--- src/rtl/tlbm_pkg.sv ---
// shared types, constants and helper functions of the three-lamp blink mode controller
package tlbm_pkg;

    localparam int NUM_LAMPS_DEF  = 3;
    localparam int TIME_WIDTH_DEF = 32;

    // lamps visible on the result channel
    localparam int OUT_LAMPS = 3;

    localparam int CFG_IDX_W  = 3;
    localparam int CFG_DATA_W = 32;

    localparam int NOW_W     = 32;
    localparam int TRAFFIC_W = 16;
    localparam int LEVEL_W   = 12;
    localparam int MODE_W    = 3;
    localparam int VALUE_W   = 8;
    localparam int COUNT_W   = 4;
    localparam int SPAN_W    = 24;
    localparam int GPER_W    = 10;

    localparam logic [15:0]        MS_PER_MINUTE = 16'd60000;
    localparam logic [VALUE_W-1:0] AUTO_VALUE    = 8'd100;
    localparam logic [SPAN_W-1:0]  DEF_SPAN_MS   = 24'd60000;

    // register indexes of the configuration port
    typedef enum logic [CFG_IDX_W-1:0] {
        REG_THRESHOLD_LOW   = 3'd0,
        REG_THRESHOLD_HIGH  = 3'd1,
        REG_AUTO_PERIOD     = 3'd2,
        REG_MANUAL_TIMEOUT  = 3'd3,
        REG_MANUAL_START    = 3'd4,
        REG_MANUAL_ENABLE   = 3'd5,
        REG_MANUAL_MODES    = 3'd6,
        REG_MANUAL_LEVELS   = 3'd7
    } cfg_reg_t;

    // lamp modes
    localparam logic [MODE_W-1:0] MODE_OFF        = 3'd0;
    localparam logic [MODE_W-1:0] MODE_STEADY     = 3'd1;
    localparam logic [MODE_W-1:0] MODE_BLINK_SLOW = 3'd2;
    localparam logic [MODE_W-1:0] MODE_BLINK_MID  = 3'd3;
    localparam logic [MODE_W-1:0] MODE_BLINK_FAST = 3'd4;

    // ticks between toggles, zero when the mode does not blink
    function automatic logic [COUNT_W-1:0] blink_limit(input logic [MODE_W-1:0] mode);
        logic [COUNT_W-1:0] lim;
        case (mode)
            MODE_BLINK_SLOW: lim = 4'd10;
            MODE_BLINK_MID:  lim = 4'd7;
            MODE_BLINK_FAST: lim = 4'd5;
            default:         lim = 4'd0;
        endcase
        return lim;
    endfunction

    // green indicator half period in ms, zero when it does not blink
    function automatic logic [GPER_W-1:0] green_period(input logic [MODE_W-1:0] mode);
        logic [GPER_W-1:0] per;
        case (mode)
            MODE_BLINK_SLOW: per = 10'd1000;
            MODE_BLINK_MID:  per = 10'd500;
            MODE_BLINK_FAST: per = 10'd250;
            default:         per = 10'd0;
        endcase
        return per;
    endfunction

    // value times ten as two shifts
    function automatic logic [LEVEL_W-1:0] level_of(input logic [VALUE_W-1:0] v);
        return LEVEL_W'({v, 3'b000}) + LEVEL_W'({v, 1'b0});
    endfunction

endpackage

--- src/rtl/tlbm_if.sv ---
// valid/ready channel interfaces for control ticks and lamp results
interface tlbm_tick_if;
    logic                            valid;
    logic                            ready;
    logic [tlbm_pkg::NOW_W-1:0]      now_ms;
    logic [tlbm_pkg::TRAFFIC_W-1:0]  traffic_count;

    modport source (output valid, output now_ms, output traffic_count, input ready);
    modport sink   (input valid, input now_ms, input traffic_count, output ready);
endinterface

interface tlbm_result_if;
    logic                          valid;
    logic                          ready;
    logic [tlbm_pkg::LEVEL_W-1:0]  lamp0_level;
    logic [tlbm_pkg::LEVEL_W-1:0]  lamp1_level;
    logic [tlbm_pkg::LEVEL_W-1:0]  lamp2_level;
    logic                          green_led;
    logic                          manual_active;

    modport source (output valid, output lamp0_level, output lamp1_level,
                    output lamp2_level, output green_led, output manual_active,
                    input ready);
    modport sink   (input valid, input lamp0_level, input lamp1_level,
                    input lamp2_level, input green_led, input manual_active,
                    output ready);
endinterface

--- src/rtl/three_lamp_blink_mode_controller_top.sv ---
// three-lamp blink mode controller: tick register, single-pass update, result register
// a transferred tick passes the tick register, then the result register (two register stages)
// throughput: one tick per cycle while the result side keeps ready high
// the tick register and the result register part the two sides, so an empty tick register
// takes a new tick while a finished result still waits for its transfer
// reset: async active low; lamps dark, counters zero, lamp zero in fast auto blink,
// period and timeout one minute, thresholds zero, manual mode disabled
module three_lamp_blink_mode_controller_top #(
    parameter int NUM_LAMPS  = tlbm_pkg::NUM_LAMPS_DEF,
    parameter int TIME_WIDTH = tlbm_pkg::TIME_WIDTH_DEF
) (
    input  logic                              clk,
    input  logic                              rst_n,
    input  logic                              cfg_we,
    input  logic [tlbm_pkg::CFG_IDX_W-1:0]    cfg_index,
    input  logic [tlbm_pkg::CFG_DATA_W-1:0]   cfg_wdata,
    tlbm_tick_if.sink                         tick,
    tlbm_result_if.source                     result
);

    // compare width covers both the time difference and a span of up to 255 minutes
    localparam int CMP_W = (TIME_WIDTH > tlbm_pkg::SPAN_W) ? TIME_WIDTH : tlbm_pkg::SPAN_W;
    // lamp one takes the threshold-high class; with only one lamp the index is zero and unused
    localparam int LAMP1 = (NUM_LAMPS > 1) ? 1 : 0;

    // configuration registers (spans kept in ms, multiplied at write time)
    logic [tlbm_pkg::TRAFFIC_W-1:0] thr_low_reg;
    logic [tlbm_pkg::TRAFFIC_W-1:0] thr_high_reg;
    logic [tlbm_pkg::SPAN_W-1:0]    period_ms_reg;
    logic [tlbm_pkg::SPAN_W-1:0]    timeout_ms_reg;
    logic [tlbm_pkg::NOW_W-1:0]     manual_start_reg;
    logic                           manual_enable_reg;
    logic [3*tlbm_pkg::MODE_W-1:0]  manual_modes_reg;
    logic [3*tlbm_pkg::VALUE_W-1:0] manual_levels_reg;

    // tick register stage
    logic                           s1_valid_reg;
    logic [tlbm_pkg::NOW_W-1:0]     s1_now_reg;
    logic [tlbm_pkg::TRAFFIC_W-1:0] s1_traffic_reg;
    logic                           s1_fire;

    // controller state
    logic [tlbm_pkg::LEVEL_W-1:0]   level_reg      [NUM_LAMPS];
    logic [tlbm_pkg::LEVEL_W-1:0]   level_next     [NUM_LAMPS];
    logic [tlbm_pkg::COUNT_W-1:0]   count_reg      [NUM_LAMPS];
    logic [tlbm_pkg::COUNT_W-1:0]   count_next     [NUM_LAMPS];
    logic [tlbm_pkg::MODE_W-1:0]    auto_mode_reg  [NUM_LAMPS];
    logic [tlbm_pkg::MODE_W-1:0]    auto_mode_next [NUM_LAMPS];
    logic [tlbm_pkg::MODE_W-1:0]    mode_w         [NUM_LAMPS];
    logic [TIME_WIDTH-1:0]          last_reclass_reg;
    logic [TIME_WIDTH-1:0]          last_reclass_next;
    logic [TIME_WIDTH-1:0]          last_green_reg;
    logic [TIME_WIDTH-1:0]          last_green_next;
    logic                           green_reg;
    logic                           green_next;
    logic                           expired_reg;
    logic                           expired_next;

    // result register stage
    logic                           out_valid_reg;
    logic [tlbm_pkg::LEVEL_W-1:0]   out_level_reg  [tlbm_pkg::OUT_LAMPS];
    logic [tlbm_pkg::LEVEL_W-1:0]   out_level_next [tlbm_pkg::OUT_LAMPS];
    logic                           out_green_reg;
    logic                           out_manual_reg;

    // per-tick working signals
    logic [TIME_WIDTH-1:0]          now_tw;
    logic [TIME_WIDTH-1:0]          start_tw;
    logic [TIME_WIDTH-1:0]          diff_reclass;
    logic [TIME_WIDTH-1:0]          diff_manual;
    logic [TIME_WIDTH-1:0]          diff_green;
    logic                           reclass;
    logic                           manual;
    logic [tlbm_pkg::MODE_W-1:0]    top_mode;
    logic [tlbm_pkg::GPER_W-1:0]    gper;

    // ---------------- handshake ----------------
    // the update fires when the result register is empty or being drained
    assign s1_fire    = s1_valid_reg && (!out_valid_reg || result.ready);
    assign tick.ready = !s1_valid_reg || s1_fire;

    always_ff @(posedge clk or negedge rst_n)
    begin
        if (!rst_n)
        begin
            s1_valid_reg <= 1'b0;
        end
        else if (tick.ready)
        begin
            s1_valid_reg <= tick.valid;
        end
    end

    // tick payload, no reset needed
    always_ff @(posedge clk)
    begin
        if (tick.valid && tick.ready)
        begin
            s1_now_reg     <= tick.now_ms;
            s1_traffic_reg <= tick.traffic_count;
        end
    end

    // ---------------- configuration ----------------
    always_ff @(posedge clk or negedge rst_n)
    begin
        if (!rst_n)
        begin
            thr_low_reg       <= '0;
            thr_high_reg      <= '0;
            period_ms_reg     <= tlbm_pkg::DEF_SPAN_MS;
            timeout_ms_reg    <= tlbm_pkg::DEF_SPAN_MS;
            manual_start_reg  <= '0;
            manual_enable_reg <= 1'b0;
            manual_modes_reg  <= '0;
            manual_levels_reg <= '0;
        end
        else if (cfg_we)
        begin
            unique case (tlbm_pkg::cfg_reg_t'(cfg_index))
                tlbm_pkg::REG_THRESHOLD_LOW:
                    thr_low_reg <= cfg_wdata[tlbm_pkg::TRAFFIC_W-1:0];
                tlbm_pkg::REG_THRESHOLD_HIGH:
                    thr_high_reg <= cfg_wdata[tlbm_pkg::TRAFFIC_W-1:0];
                tlbm_pkg::REG_AUTO_PERIOD:
                    period_ms_reg <= tlbm_pkg::SPAN_W'(cfg_wdata[7:0])
                                     * tlbm_pkg::SPAN_W'(tlbm_pkg::MS_PER_MINUTE);
                tlbm_pkg::REG_MANUAL_TIMEOUT:
                    timeout_ms_reg <= tlbm_pkg::SPAN_W'(cfg_wdata[7:0])
                                      * tlbm_pkg::SPAN_W'(tlbm_pkg::MS_PER_MINUTE);
                tlbm_pkg::REG_MANUAL_START:
                    manual_start_reg <= cfg_wdata[tlbm_pkg::NOW_W-1:0];
                tlbm_pkg::REG_MANUAL_ENABLE:
                    manual_enable_reg <= cfg_wdata[0];
                tlbm_pkg::REG_MANUAL_MODES:
                    manual_modes_reg <= cfg_wdata[3*tlbm_pkg::MODE_W-1:0];
                tlbm_pkg::REG_MANUAL_LEVELS:
                    manual_levels_reg <= cfg_wdata[3*tlbm_pkg::VALUE_W-1:0];
            endcase
        end
    end

    // ---------------- timing compares ----------------
    // the timestamp is 32 bits wide and wraps within the time width
    assign now_tw   = TIME_WIDTH'({32'b0, s1_now_reg});
    assign start_tw = TIME_WIDTH'({32'b0, manual_start_reg});

    assign diff_reclass = now_tw - last_reclass_reg;
    assign diff_manual  = now_tw - start_tw;
    assign diff_green   = now_tw - last_green_reg;

    assign reclass = CMP_W'(diff_reclass) > CMP_W'(period_ms_reg);

    // a config write clears expiry; writes only come while idle: a rule for the user, the block does not enforce it
    assign expired_next = expired_reg
                          || (manual_enable_reg && CMP_W'(diff_manual) > CMP_W'(timeout_ms_reg));
    assign manual       = manual_enable_reg && !expired_next;

    assign last_reclass_next = reclass ? now_tw : last_reclass_reg;

    // traffic classification when the period has run out, all other lamps off; modes hold otherwise
    always_comb
    begin
        for (int i = 0; i < NUM_LAMPS; i++)
        begin
            auto_mode_next[i] = reclass ? tlbm_pkg::MODE_OFF : auto_mode_reg[i];
        end
        if (reclass)
        begin
            if (s1_traffic_reg < thr_low_reg)
            begin
                auto_mode_next[0] = tlbm_pkg::MODE_BLINK_SLOW;
            end
            else if (NUM_LAMPS > 1)
            begin
                auto_mode_next[LAMP1] = (s1_traffic_reg < thr_high_reg)
                                        ? tlbm_pkg::MODE_BLINK_MID
                                        : tlbm_pkg::MODE_BLINK_FAST;
            end
        end
    end

    // ---------------- lamp lanes ----------------
    for (genvar g = 0; g < NUM_LAMPS; g++)
    begin : g_lamp
        logic [tlbm_pkg::VALUE_W-1:0] value_w;
        logic [tlbm_pkg::LEVEL_W-1:0] lit_level;
        logic [tlbm_pkg::COUNT_W-1:0] limit;
        logic [tlbm_pkg::COUNT_W-1:0] count_inc;

        // manual registers only cover the first three lamps
        if (g < tlbm_pkg::OUT_LAMPS)
        begin : g_man
            always_comb
            begin
                mode_w[g] = manual ? manual_modes_reg[g*tlbm_pkg::MODE_W +: tlbm_pkg::MODE_W]
                                   : auto_mode_next[g];
                value_w   = manual ? manual_levels_reg[g*tlbm_pkg::VALUE_W +: tlbm_pkg::VALUE_W]
                                   : tlbm_pkg::AUTO_VALUE;
            end
        end
        else
        begin : g_noman
            always_comb
            begin
                mode_w[g] = manual ? tlbm_pkg::MODE_OFF : auto_mode_next[g];
                value_w   = manual ? '0 : tlbm_pkg::AUTO_VALUE;
            end
        end

        assign lit_level = tlbm_pkg::level_of(value_w);
        assign limit     = tlbm_pkg::blink_limit(mode_w[g]);
        assign count_inc = count_reg[g] + 1'b1;

        always_comb
        begin
            level_next[g] = level_reg[g];
            count_next[g] = count_reg[g];
            case (mode_w[g])
                tlbm_pkg::MODE_OFF:    level_next[g] = '0;
                tlbm_pkg::MODE_STEADY: level_next[g] = lit_level;
                default:               level_next[g] = level_reg[g];
            endcase
            // blinking: toggle when the counter reaches the mode's limit
            if (limit != '0)
            begin
                if (count_inc >= limit)
                begin
                    count_next[g] = '0;
                    level_next[g] = (level_reg[g] != '0) ? '0 : lit_level;
                end
                else
                begin
                    count_next[g] = count_inc;
                end
            end
        end
    end

    // ---------------- green indicator ----------------
    always_comb
    begin
        top_mode = tlbm_pkg::MODE_OFF;
        for (int i = 0; i < NUM_LAMPS; i++)
        begin
            if (mode_w[i] > top_mode)
            begin
                top_mode = mode_w[i];
            end
        end
    end

    assign gper = tlbm_pkg::green_period(top_mode);

    always_comb
    begin
        green_next      = green_reg;
        last_green_next = last_green_reg;
        if (top_mode == tlbm_pkg::MODE_STEADY)
        begin
            green_next = 1'b1;
        end
        else if (gper == '0)
        begin
            green_next = 1'b0;
        end
        else if (CMP_W'(diff_green) > CMP_W'(gper))
        begin
            green_next      = !green_reg;
            last_green_next = now_tw;
        end
    end

    // ---------------- state commit ----------------
    always_ff @(posedge clk or negedge rst_n)
    begin
        if (!rst_n)
        begin
            for (int i = 0; i < NUM_LAMPS; i++)
            begin
                level_reg[i]     <= '0;
                count_reg[i]     <= '0;
                auto_mode_reg[i] <= tlbm_pkg::MODE_OFF;
            end
            auto_mode_reg[0] <= tlbm_pkg::MODE_BLINK_FAST;
            last_reclass_reg <= '0;
            last_green_reg   <= '0;
            green_reg        <= 1'b0;
            expired_reg      <= 1'b0;
        end
        else if (cfg_we)
        begin
            // any write to a defined register re-arms manual mode
            expired_reg <= 1'b0;
        end
        else if (s1_fire)
        begin
            for (int i = 0; i < NUM_LAMPS; i++)
            begin
                level_reg[i]     <= level_next[i];
                count_reg[i]     <= count_next[i];
                auto_mode_reg[i] <= auto_mode_next[i];
            end
            last_reclass_reg <= last_reclass_next;
            last_green_reg   <= last_green_next;
            green_reg        <= green_next;
            expired_reg      <= expired_next;
        end
    end

    // ---------------- result register ----------------
    for (genvar g = 0; g < tlbm_pkg::OUT_LAMPS; g++)
    begin : g_out
        if (g < NUM_LAMPS)
        begin : g_used
            assign out_level_next[g] = level_next[g];
        end
        else
        begin : g_unused
            assign out_level_next[g] = '0;
        end
    end

    always_ff @(posedge clk or negedge rst_n)
    begin
        if (!rst_n)
        begin
            out_valid_reg <= 1'b0;
        end
        else if (s1_fire)
        begin
            out_valid_reg <= 1'b1;
        end
        else if (result.ready)
        begin
            out_valid_reg <= 1'b0;
        end
    end

    always_ff @(posedge clk)
    begin
        if (s1_fire)
        begin
            for (int i = 0; i < tlbm_pkg::OUT_LAMPS; i++)
            begin
                out_level_reg[i] <= out_level_next[i];
            end
            out_green_reg  <= green_next;
            out_manual_reg <= manual;
        end
    end

    assign result.valid         = out_valid_reg;
    assign result.lamp0_level   = out_level_reg[0];
    assign result.lamp1_level   = out_level_reg[1];
    assign result.lamp2_level   = out_level_reg[2];
    assign result.green_led     = out_green_reg;
    assign result.manual_active = out_manual_reg;

endmodule

--- src/flat_wrapper.sv ---
// flat-port wrapper written by rule: the top's interface ports become plain ports
module three_lamp_blink_mode_controller_top_flat 
#(
    parameter int NUM_LAMPS  = tlbm_pkg::NUM_LAMPS_DEF,
    parameter int TIME_WIDTH = tlbm_pkg::TIME_WIDTH_DEF
)
  (clk, rst_n, cfg_we, cfg_index, cfg_wdata, tick_valid, tick_now_ms, tick_traffic_count, tick_ready, result_valid, result_lamp0_level, result_lamp1_level, result_lamp2_level, result_green_led, result_manual_active, result_ready);
  tlbm_tick_if tick_i ();
  tlbm_result_if result_i ();
  input  logic clk;
  input  logic rst_n;
  input  logic cfg_we;
  input  logic [tlbm_pkg::CFG_IDX_W-1:0] cfg_index;
  input  logic [tlbm_pkg::CFG_DATA_W-1:0] cfg_wdata;
  input wire logic [$bits(tick_i.valid)-1:0] tick_valid;
  input wire logic [$bits(tick_i.now_ms)-1:0] tick_now_ms;
  input wire logic [$bits(tick_i.traffic_count)-1:0] tick_traffic_count;
  output wire logic [$bits(tick_i.ready)-1:0] tick_ready;
  output wire logic [$bits(result_i.valid)-1:0] result_valid;
  output wire logic [$bits(result_i.lamp0_level)-1:0] result_lamp0_level;
  output wire logic [$bits(result_i.lamp1_level)-1:0] result_lamp1_level;
  output wire logic [$bits(result_i.lamp2_level)-1:0] result_lamp2_level;
  output wire logic [$bits(result_i.green_led)-1:0] result_green_led;
  output wire logic [$bits(result_i.manual_active)-1:0] result_manual_active;
  input wire logic [$bits(result_i.ready)-1:0] result_ready;
  assign tick_i.valid = tick_valid;
  assign tick_i.now_ms = tick_now_ms;
  assign tick_i.traffic_count = tick_traffic_count;
  assign tick_ready = tick_i.ready;
  assign result_valid = result_i.valid;
  assign result_lamp0_level = result_i.lamp0_level;
  assign result_lamp1_level = result_i.lamp1_level;
  assign result_lamp2_level = result_i.lamp2_level;
  assign result_green_led = result_i.green_led;
  assign result_manual_active = result_i.manual_active;
  assign result_i.ready = result_ready;
  three_lamp_blink_mode_controller_top #(.NUM_LAMPS(NUM_LAMPS), .TIME_WIDTH(TIME_WIDTH)) u_core (.clk(clk), .rst_n(rst_n), .cfg_we(cfg_we), .cfg_index(cfg_index), .cfg_wdata(cfg_wdata), .tick(tick_i), .result(result_i));
endmodule
--- config.mk ---
export PLATFORM = sky130hd
export DESIGN_NAME = three_lamp_blink_mode_controller_top_flat
export DESIGN_NICKNAME = d
export VERILOG_FILES = /design/src/rtl/tlbm_pkg.sv /design/src/rtl/tlbm_if.sv /design/src/rtl/three_lamp_blink_mode_controller_top.sv /design/src/flat_wrapper.sv
export SDC_FILE = /design/constraint.sdc
export NUM_CORES = 1
export LEC_CHECK = 0
export BUFFER_PORTS_ARGS = -buffer_cell sky130_fd_sc_hd__clkbuf_2
export CORE_UTILIZATION = 45
export DETAILED_ROUTE_END_ITERATION = 10
export SLEW_MARGIN = 20
export SYNTH_ARGS = -nofsm -noshare
export SYNTH_HDL_FRONTEND = slang
export SYNTH_SLANG_ARGS = --single-unit
--- constraint.sdc ---
create_clock -name clk -period 14.55 [get_ports clk]
set_input_delay 2.91 -clock clk [delete_from_list [all_inputs] [get_ports clk]]
set_output_delay 2.91 -clock clk [all_outputs]
set_load 0.01 [all_outputs]
After elaboration in Yosys (flattened, before gate mapping)

Memories as Yosys holds them, arrays and structs flattened.
Index checks and enable logic that the tools add are counted.

Register bits after elaboration: 311
Latch bits: 0
RAM bits: 36
Bits in read-only memories: 0
Input bits: 88
Output and inout port bits: 40
Memories: 1

Add/subtract/negate cells: 9
Multipliers: 1
Div/mod/pow operators: 0
Magnitude comparators: 11
Equal/unequal tests: 23
Shift-type cells: 0
Mux-type cells: 44
Bitwise gates (word level): 3
Reductions and logical operators: 38

Memories:

| memory               | words | bits a word | rd ports | clocked after memory_dff | wr ports | line                                       | source |
|---|---|---|---|---|---|---|---|
| u_core.out_level_reg | 3     | 12          | 3        | 0                        | 3        | three_lamp_blink_mode_controller_top.sv:61 | `logic [tlbm_pkg::LEVEL_W-1:0] out_level_reg [tlbm_pkg::OUT_LAMPS];` |

Operators by type and width:

| cell                                                | count |
|---|---|
| 2-to-1 mux 12 bit                                   | 9 |
| subtractor 32 bit                                   | 3 |
| case mux 12 bit (2 select lines)                    | 3 |
| greater-than comparator 32 x 24 -> 1 bit            | 2 |
| adder 11 x 9 -> 12 bit                              | 3 |
| 2-to-1 mux 3 bit                                    | 12 |
| case mux 4 bit (3 select lines)                     | 3 |
| nonzero test 12 bit                                 | 3 |
| greater-than comparator 32 x 10 -> 1 bit            | 1 |
| less-than comparator 16 bit                         | 2 |
| equality test 3 x 2 -> 1 bit, second input constant | 10 |
| case mux 10 bit (3 select lines)                    | 1 |
| equality test 3 bit, second input constant          | 8 |
| 2-to-1 mux 8 bit                                    | 3 |
| multiplier 8 x 11 -> 19 bit, second input constant  | 1 |
| AND reduction 2 bit                                 | 9 |
| equality test 3 x 1 -> 1 bit, second input constant | 5 |
| adder 4 x 1 -> 4 bit, second input constant         | 3 |
| greater-or-equal comparator 4 bit                   | 3 |
| zero test 3 bit                                     | 4 |
| 2-to-1 mux 4 bit                                    | 3 |
| AND reduction 3 bit                                 | 4 |
| nonzero test 4 bit                                  | 3 |
| zero test 10 bit                                    | 1 |
| other kinds (10)                                    | 30 |

Longest topological paths before layout

Depth after elaboration: 19
Depth in mapped cells: 60

Worst setup path before layout

No wires, ideal clock.

Path type: flip-flop to flip-flop
Start: register u_core.s1_now_reg (netlist bit u_core.now_tw[0])
End: register u_core.last_green_reg[0]
Library setup time: 0.125 ns
Arrival time: 11.375 ns
Required time: 14.425 ns
Slack: 3.050 ns
Cell stages (with the launch flop): 60
Path buffers: 3
Path through: edfxtp_1 -> inv_1 -> ha_1 -> fa_1 -> nand2b_1 -> a21oi_1 -> o21ai_1 -> a21oi_1 -> nor2_1 -> or2_2 -> nand2_1 -> xor2_1 -> ha_1 -> nand4_1 -> a211oi_1 -> a2111o_1 -> a2111o_1 -> o31ai_1 -> [24 not listed] -> buf_2 -> nand2_1 -> ha_1 -> nor2b_1 -> o21a_1 -> o21bai_1 -> a31oi_1 -> o21ai_0 -> a21oi_1 -> nor4b_1 -> nand4_1 -> nor4_1 -> nand4_1 -> nor3_1 -> nor2_1 -> o21ai_4 -> buf_6 -> mux2_4

Longest elaborated chain between the ends: 18
Elaborated cells on any way between the ends: 34
Classes of those cells: 3 x add/sub; 6 x order compare; 4 x eq/ne; 13 x mux; 2 x bitwise; 6 x reduce/logical

RTL lines:

| what                                                       | line                                        | source |
|---|---|---|
| start: declaration                                         | three_lamp_blink_mode_controller_top.sv:38  | `logic [tlbm_pkg::NOW_W-1:0] s1_now_reg;` |
| start signal: assignment                                   | three_lamp_blink_mode_controller_top.sv:99  | `s1_now_reg <= tick.now_ms;` |
| branches (longest 18 deep; another with subtractor 32 bit) | --                                          |  |
| end signal: assignment                                     | three_lamp_blink_mode_controller_top.sv:305 | `last_green_reg <= last_green_next;` |
| end: declaration                                           | three_lamp_blink_mode_controller_top.sv:52  | `logic [TIME_WIDTH-1:0] last_green_reg;` |

Parallel ways; which one is timed is not known.
A chain may end at the register's enable or synchronous reset.

Final worst setup path

Ends and elaborated chain as after synthesis.

==> reports/metrics.cfg <==
[critical_path]
required_ps = 15010
critPathMostFrequentCell = a21oi_1
critPathSlowestCell = or4_1
r2r_start = u_core.now_tw[0]
reg2reg_to = u_core.last_green_reg[0]
cp_slowest_stage_delay_ps = 660
ff2ff_path_depth = 58
crit_fanout = 10
rrSetupSlack_ps = 1100
cp.arrival_ps = 13910
critPathKind = register to register
cp-end-kind = register
cp-start-kind = register

[routing]
highest_layer = met4
wl_met3_mm = 3.990
drt_wl_total_mm = 67.74
viasPerCell = 5.639
drt_iter0_markers = 1443
final_antenna_net_count = 0
drc_errors = 0
num_vias = 19170
drt-wirelength-per-cell_um = 19.92
firstDrtPassIters = 6
route.met2.wl_mm = 29.39
wl_met1_mm = 32.91

[floorplanning]
pin_count = 128
die_area_um2 = 54330
die_w_um = 233.1
core_area_um2 = 52660
initial_core_util = 0.4564
dieHeight_um = 233.1
rows = 84

[power]
combPwrFrac = 0.486
ir_drop_mv = 0.08161
p_int_uw = 2847
switching_share = 0.4092
power.density_nw_per_um2 = 179.6
clock_power_share = 0.228
p_leak_uw = 0.01249
p_sw_uw = 1972
power_frac_seq = 0.286

[clock_network]
tritoncts = done
numCtsBuffers = 42
clk_path_buf_depth = 3
cts.sinks = 347
cts_root_buf = clkbuf_16
clk_pin_slew_ps = 70
h-tree-depth = 2
post_cts.repair.setup_buffers = 0
clkLatencyLatePin_ps = 590

[placed_design]
place_area_um2 = 25370
place_congestion = 0.9746
dp_cells = 3322
hpwlAfterDp_mm = 52.67
post-place-ws_ps = 951.5
port_buffers = 127

[worst_hold_path]
min_from = u_core.s1_valid_reg
hold_end = u_core.result.valid
min_path_cells = 1
hp-class = register to register

[logic_synthesis]
synth_flop_cell = dfrtp_1
netlist_instances = 2571
syn-num-nets = 2946
ys_ff_latch = 347
syn-cell-area_um2 = 24030
ys_async_sr_fraction = 0.7522
synthDistinctLibCells = 84
synthTopCellsByCount = nand2_1 (291), inv_1 (278), ha_1 (259)
synth_top_area_cell = dfrtp_1
yosys_warnings = 0
yosysSeqAreaShare = 0.3800
ys_top_cells_by_area = dfrtp_1 (26%), ha_1 (13%), edfxtp_1 (11%)
synth_area_per_cell_um2 = 9.347
synth_top_area_share = 0.2562
synth.most_common_cell = nand2_1
synth_edf_count = 86

[global_routing]
grt_max_degree = 75
antenna_found_initial = 0
grtUsageTotal = 0.2509
grt_pass1_vias = 18460
grt.overflow.total = 0
grt_pass1_wl_mm = 105.2

[timing]
fin_crit_sh = 0.9247
setup_slack_ps = 1096
finClkSkew_ps = 25.28
rsz0062_at_grt = false
period_minus_slack_ps = 13450
setup_tns_ps = 0
worst-slew-pin-transition_ps = 1086
slew_violations = 0
finalSetupViolCount = 0
fmax_ghz = 0.07433
finalHoldViolCount = 0
relSlewSlack = 0.2760

[layout]
antenna_cells = 0
area_growth_pct = 11.66
fillCellCount = 4810
fin_area_um2 = 26830
finalNetCount = 3053
drive_gt1_frac = 0.1246
fin_cells = 3400

[status]
outcome = finished clean

[job]
drv_cap = 0

layout by cell type, fill, tap and decap left out, drive strengths merged, types with 8 or more instances in the layout:
cell type	instances
ha	259
dfstp	15
xnor2	62
a32o	9
mux2i	14
o21bai	21
nand2	291
a21boi	9
nand2b	45
a211oi	22
o21ai	260
and3	11
dfrtp	246
nor2b	27
and2	36
nor2	96
inv	285
buf	20
o21a	25
a22o	26
a31oi	17
clkinv	10
a21oi	155
mux2	74
nor4	22
nand3	40
fa	28
or2	9
o31ai	15
xor2	43
edfxtp	86
o211ai	21
a21o	66
or3	10
nand4	34
nor3	26
nand3b	8
clkbuf	179
critical path: cells and delay by family, from the launching register on:
kind / cells / cell delay [ps]
buffers and inverters: 4 / 790
flip-flops: 1 / 380
AO/OA/AOI/OAI: 21 / 4030
adder cells (fa/ha/maj): 6 / 1810
XOR/XNOR: 1 / 140
AND/OR/NAND/NOR: 22 / 5170
multiplexers: 4 / 1010
area by class of cell:
class,instances,area (um2),area share
Inverter,281,1055,0.03931
Timing Repair Buffer,146,808.3,0.03012
Clock inverter,25,316.6,0.01180
Clock buffer,53,1122,0.04183
Multi-Input combinational cell,1860,13540,0.5045
Tap cell,688,860.8,0.03208
Sequential cell,347,9133,0.3403
worst max-delay path by stage:
stage	slack [ps]	start	to	depth (start not counted)
detailed placement	950	u_core.now_tw[0]	u_core.last_green_reg[3]	56
finish	1100	u_core.now_tw[0]	u_core.last_green_reg[0]	58
CTS	880	u_core.now_tw[0]	u_core.last_green_reg[0]	56
global placement	1020	u_core.now_tw[0]	u_core.last_green_reg[4]	58
floorplan	3050	u_core.now_tw[0]	u_core.last_green_reg[0]	59
global route	80	u_core.now_tw[0]	u_core.last_green_reg[0]	58
layer usage:
layer,GRT usage,vias to the layer above
met5,0,-
met4,0.06311,0
met3,0.03992,95
met2,0.3773,525
met1,0.3729,9273
li1,-,9281
cell families after synthesis:
family / Yosys count / synth area share
buffers and inverters: 364 / 0.05863
AO/OA/AOI/OAI: 706 / 0.1849
adder cells (fa/ha/maj): 287 / 0.1582
flip-flops: 347 / 0.3800
AND/OR/NAND/NOR: 674 / 0.1348
XOR/XNOR: 105 / 0.03827
multiplexers: 88 / 0.04519
power groups by stage:
stage                     Sequential (uW)  Combinational (uW)  Clock (uW)
final                                1380                2340        1100
after global routing                 1400                2610        1160
after CTS                            1380                2320        1120
after detailed placement             1390                2300           0
after global placement               1390                2270           0
after floorplan                      1350                1690           0
stage by stage:
stage | utilization | hold slack, ps | power (uW)
2_1_floorplan | - | 441.3 | 3038
3_3_place_gp | 0.4813 | 458.7 | 3662
3_5_place_dp | 0.4818 | 471.7 | 3697
4_1_cts | 0.5092 | 480.0 | 4823
5_1_grt | 0.5096 | 500.4 | 5174
6_report | 0.5096 | 474.4 | 4818
timing repair:
item,4_1_cts,5_1_grt
hold buffers,0,0
endpoints found under the hold margin,0,0
setup endpoints to repair,0,24
gates resized for setup,0,3
Power figures use the tool's default switching activity.
